File: src/cbps_pkg.sv
// Shared types, constants and the Bernstein weight table for the Bezier path smoother.
// Used by every module in src; no dependencies.
package cbps_pkg;

  localparam int NUM_SAMPLES = 10;
  localparam int N1          = NUM_SAMPLES - 1;
  localparam int DEN         = N1 * N1 * N1;
  localparam int WW          = $clog2(DEN + 1);     // weight width, every weight <= DEN
  localparam int PW          = 33 + WW;             // signed weight * coordinate
  localparam int UW          = 33 + WW;             // biased dividend, always non-negative
  localparam int QB          = 32;                  // quotient bits
  localparam int JW          = $clog2(NUM_SAMPLES);
  localparam int QDEPTH      = 2;

  typedef logic [WW-1:0] wgt_t;

  typedef struct packed {
    logic signed [31:0] x;
    logic signed [31:0] y;
  } pt_t;

  typedef struct packed {
    pt_t  p0;
    pt_t  p1;
    pt_t  p2;
    pt_t  p3;
    logic last;
  } seg_t;

  typedef struct packed {
    logic vld;
    logic seg_end;
    logic path_end;
  } tag_t;

  // weights a^3, 3ba^2, 3b^2a, b^3 with b = j, a = N1 - j; entry (j*4+k)
  function automatic logic [NUM_SAMPLES*4*WW-1:0] build_wtab();
    logic [NUM_SAMPLES*4*WW-1:0] t;
    int a;
    int b;
    t = '0;
    for (int j = 0; j < NUM_SAMPLES; j++) begin
      b = j;
      a = N1 - j;
      t[(j*4+0)*WW +: WW] = WW'(a * a * a);
      t[(j*4+1)*WW +: WW] = WW'(3 * b * a * a);
      t[(j*4+2)*WW +: WW] = WW'(3 * b * b * a);
      t[(j*4+3)*WW +: WW] = WW'(b * b * b);
    end
    return t;
  endfunction

  localparam logic [NUM_SAMPLES*4*WW-1:0] WTAB = build_wtab();

  // floor((a+b)/2) on the 33-bit sum
  function automatic pt_t midpoint(pt_t a, pt_t b);
    logic signed [32:0] sx;
    logic signed [32:0] sy;
    pt_t m;
    sx  = {a.x[31], a.x} + {b.x[31], b.x};
    sy  = {a.y[31], a.y} + {b.y[31], b.y};
    m.x = sx[32:1];
    m.y = sy[32:1];
    return m;
  endfunction

endpackage

File: src/cbps_queue.sv
// Short segment queue between front end and sample engine.
// Depends on cbps_pkg for seg_t and QDEPTH.
module cbps_queue import cbps_pkg::*; (
  input  logic clk,
  input  logic rst_n,
  input  logic push,
  input  seg_t push_seg,
  output logic full,
  input  logic pop,
  output logic empty,
  output seg_t head
);

  localparam int QAW = (QDEPTH > 1) ? $clog2(QDEPTH) : 1;
  localparam int CW  = $clog2(QDEPTH + 1);

  seg_t           mem [QDEPTH];
  logic [QAW-1:0] wr_ptr_r, wr_ptr_nxt;
  logic [QAW-1:0] rd_ptr_r, rd_ptr_nxt;
  logic [CW-1:0]  count_r, count_nxt;

  assign full  = (count_r == CW'(QDEPTH));
  assign empty = (count_r == '0);
  assign head  = mem[rd_ptr_r];

  always_comb begin
    wr_ptr_nxt = wr_ptr_r;
    rd_ptr_nxt = rd_ptr_r;
    count_nxt  = count_r;
    if (push) begin
      wr_ptr_nxt = (wr_ptr_r == QAW'(QDEPTH - 1)) ? '0 : wr_ptr_r + 1'b1;
    end
    if (pop) begin
      rd_ptr_nxt = (rd_ptr_r == QAW'(QDEPTH - 1)) ? '0 : rd_ptr_r + 1'b1;
    end
    if (push && !pop) begin
      count_nxt = count_r + 1'b1;
    end else if (pop && !push) begin
      count_nxt = count_r - 1'b1;
    end
  end

  always_ff @(posedge clk) begin
    if (push) begin
      mem[wr_ptr_r] <= push_seg;
    end
  end

  always_ff @(posedge clk) begin
    if (!rst_n) begin
      wr_ptr_r <= '0;
      rd_ptr_r <= '0;
      count_r  <= '0;
    end else begin
      wr_ptr_r <= wr_ptr_nxt;
      rd_ptr_r <= rd_ptr_nxt;
      count_r  <= count_nxt;
    end
  end

  a_no_overflow: assert property (@(posedge clk) disable iff (!rst_n) push |-> !full)
    else $error("segment pushed into full queue");
  a_count_bound: assert property (@(posedge clk) disable iff (!rst_n)
    count_r <= CW'(QDEPTH))
    else $error("queue count beyond depth");

endmodule

File: config.mk
export PLATFORM = sky130hd
export DESIGN_NAME = cbps_queue
export DESIGN_NICKNAME = d
export VERILOG_FILES = /design/src/cbps_pkg.sv /design/src/cbps_queue.sv
export SDC_FILE = /design/constraint.sdc
export NUM_CORES = 1
export LEC_CHECK = 0
export ABC_AREA = 1
export BUFFER_PORTS_ARGS = -buffer_cell sky130_fd_sc_hd__buf_2
export CORE_ASPECT_RATIO = 0.5
export CORE_UTILIZATION = 48
export CTS_BUF_LIST = sky130_fd_sc_hd__clkbuf_16
export DETAILED_ROUTE_END_ITERATION = 16
export HOLD_SLACK_MARGIN = 0.08
export PLACE_DENSITY = 0.78
export SLEW_MARGIN = 20
export SYNTH_ARGS = -nofsm -noshare
export SYNTH_HDL_FRONTEND = slang
export SYNTH_SLANG_ARGS = --single-unit
File: constraint.sdc
create_clock -name clk -period 15.1 [get_ports clk]
set_input_delay 3.02 -clock clk [delete_from_list [all_inputs] [get_ports clk]]
set_output_delay 3.02 -clock clk [all_outputs]
set_load 0.05 [all_outputs]
==> results.md <==
* Post-CTS Hold Buffers at 0
* Count of boundary I/O pins at 520
* Via/cell ratio at 4.97
* Worst Hold Class: register to register
* Area Growth Syn to Fin at 22.6%
* Met2 GRT Util at 38.5%
* Total leakage power at 9.61 nW
* WP buf/inv at 2
* Area of the multi-input gates at 3860 um^2
* Sequence of cells on the critical path: buf_4 > mux2_4 > buf_2
* Syn. warnings at 0
* CP top delay family: buffers and inverters
* GRT Util Overall at 20.2%
* Vias in the first global route at 10666
* Core region area at 40500 um^2
* Iteration count of the initial detailed-routing pass at 4
* Gr busiest metal: met2
* Register area share after synthesis at 78.5%
* Die height at 146 um
* CTS tree: yes
* PortBufs at 519
* Period Utilization, post-route at 40.4%
* Worst r2r src: wr_ptr_r$_SDFFE_PN0P_
* Seq cells post-synth at 519
* Setup CP Type: register to output pin
* Crit path DAT at 3.09 ns
* Largest net degree at the start of global routing at 123
* DRT Wirelength at 43300 um
* Hold wc startpoint: rd_ptr_r$_SDFFE_PN0P_
* Grt met1 use at 22.2%
* Pins Over Slew Limit at 0
* Inserted Clock Buffers at 45
* Post-CTS Setup Bufs at 0
* Standard-cell rows at 52
* Register area at 15500 um^2
* Final hold slack at 0.505 ns
* Placed cell areas at 22800 um^2
* VDD IR max at 76.3 uV
* Fin Setup TNS at 0 ns
* Design area at 24300 um^2
* Post-synth EDFFs at 514
* Max H-tree Level at 2
* Grt ovf at 0
* Required @ worst endpoint at 12.08 ns
* 1st-iter DRT viols at 638
* Pin slew with the least headroom to its limit at 1.12 ns
* Clock buffer depth at 3
* Post-route ant nets at 0
* Final hold vios at 0
* DR vias at 9798
* Worst-skew pair later-pin latency at 0.54 ns
* Nets at 1643
* CP peak stage delay at 0.97 ns
* Post-Syn Area per Cell at 23.7 um^2
* Slowest cell on the critical path: buf_4
* Synth cell types at 16
* First-pass GRT wire length at 63700 um
* Crit-path max FO at 62
* Fill cells at 2949
* Unrepaired setup endpoints after global routing: false
* Crit path time final at 6.11 ns
* Status: completed
* Slew HR at 25.2%
* Cells after synthesis at 835
* Main synth FF type: edfxtp_1
* # setup viols final at 0
* Routing usage on met3 at 3.43%
* Most frequent cells in the layout: buf_2 (519), edfxtp_1 (514), mux2_4 (230)
* Hpwl dp at 30500 um
* Startpoint Class: register
* Commonest non-fill, non-tap cell in the layout: buf_2
* Skew final at 0.00915 ns
* Post-CTS resize count at 0
* Post-synthesis async set-or-reset flop share at 0%
* Core Util, Final at 59.9%
* Layout cells sized above 1 at 60.3%
* Per-cell routed wire length at 22.0 um
* Initial antenna violation count at 13
* Worst Setup End Kind: output pin
* Clk pin slew, worst setup/hold paths at 0.06 ns
* Tot Pwr at 3.35 mW
* Max Cap Viol at 0
* Pwr dens at 138 nW/um^2
* Fmax at 0.164 GHz
* Initial core utilization at 48.8%
* Post-synthesis instance area at 19800 um^2
* Post-Syn Nets at 1097
* Drt drc at 0
* Root Buffer: clkbuf_16
* Routability cong. at 0.935
* Die area at 42100 um^2
* Clk sinks at 519
* Die W at 289 um
[through the flow]
stage,cells,setup WS [ns]
6_report,1971,8.99
2_1_floorplan,835,0.418
5_1_grt,1970,8.85
3_3_place_gp,1874,8.96
4_1_cts,1958,8.93
3_5_place_dp,1874,8.74
[worst reg2reg max path: cells and delay by family (launching register included)]
kind / cells / cell delay (ns)
DFF: 1 / 0.35
buffers and inverters: 2 / 1.87
and+or+nand+nor: 1 / 0.73
[final timing paths]
check                          end  slack [ns]  cells past startpoint
min reg2reg               register        0.51                      2
max                      head[115]        8.99                      3
max reg2reg  mem[0][113]$_DFFE_PP_       11.68                      3
min                       register        0.51                      2
[layout make-up]
class                           count  area share, %
Antenna cell                       13          0.134
Clock inverter                     37           1.11
Sequential cell                   519           64.0
Inverter                            8          0.155
Clock buffer                       47           4.85
Multi-Input combinational cell    279           15.9
Timing Repair Buffer              528           11.0
Tap cell                          540           2.78
[cells in the mapped netlist, types with 2 or more instances]
cell type / count / share of area (%)
buf_6: 15 / 0.85
mux2_4: 230 / 17
edfxtp_1: 514 / 78
nor2_1: 9 / 0.17
inv_1: 8 / 0.15
buf_2: 2 / 0.051
mux2_2: 27 / 1.5
dfxtp_1: 5 / 0.51
nand2_1: 8 / 0.15
buf_8: 11 / 0.83
[cells by family (layout without fill, tap and decap cells)]
kind of cell | Yosys count | after routing | synth area share, %
other | 0 | 13 | 0
buffers and inverters | 37 | 620 | 1.99
and+or+nand+nor | 19 | 19 | 0.379
DFF | 519 | 519 | 78.5
AOI/OAI and AO/OA | 2 | 2 | 0.0505
adders and majority gates | 1 | 1 | 0.0632
muxes | 257 | 257 | 19.0
[where the power goes]
| part | total, mW | switching [mW] | leakage (nW) | internal [mW] |
|---|---|---|---|---|
| Sequential | 1.69 | 0.0241 | 4.87 | 1.67 |
| Combinational | 0.522 | 0.358 | 4.02 | 0.164 |
| Clock | 1.13 | 0.510 | 0.721 | 0.620 |
[metal layers]
layer  up-vias  wire length [um]
li1       4423                 -
met1      5032             15400
met2       254             24800
met3        87              1600
met4         2              1440
met5         -                10
[state kept, by name, summed over array words and instances, names as in the netlist, named ones only]
signal	flops
count_r	2
mem	514
rd_ptr_r	1
wr_ptr_r	1
Note: power is estimated with default switching activity, not from simulation.
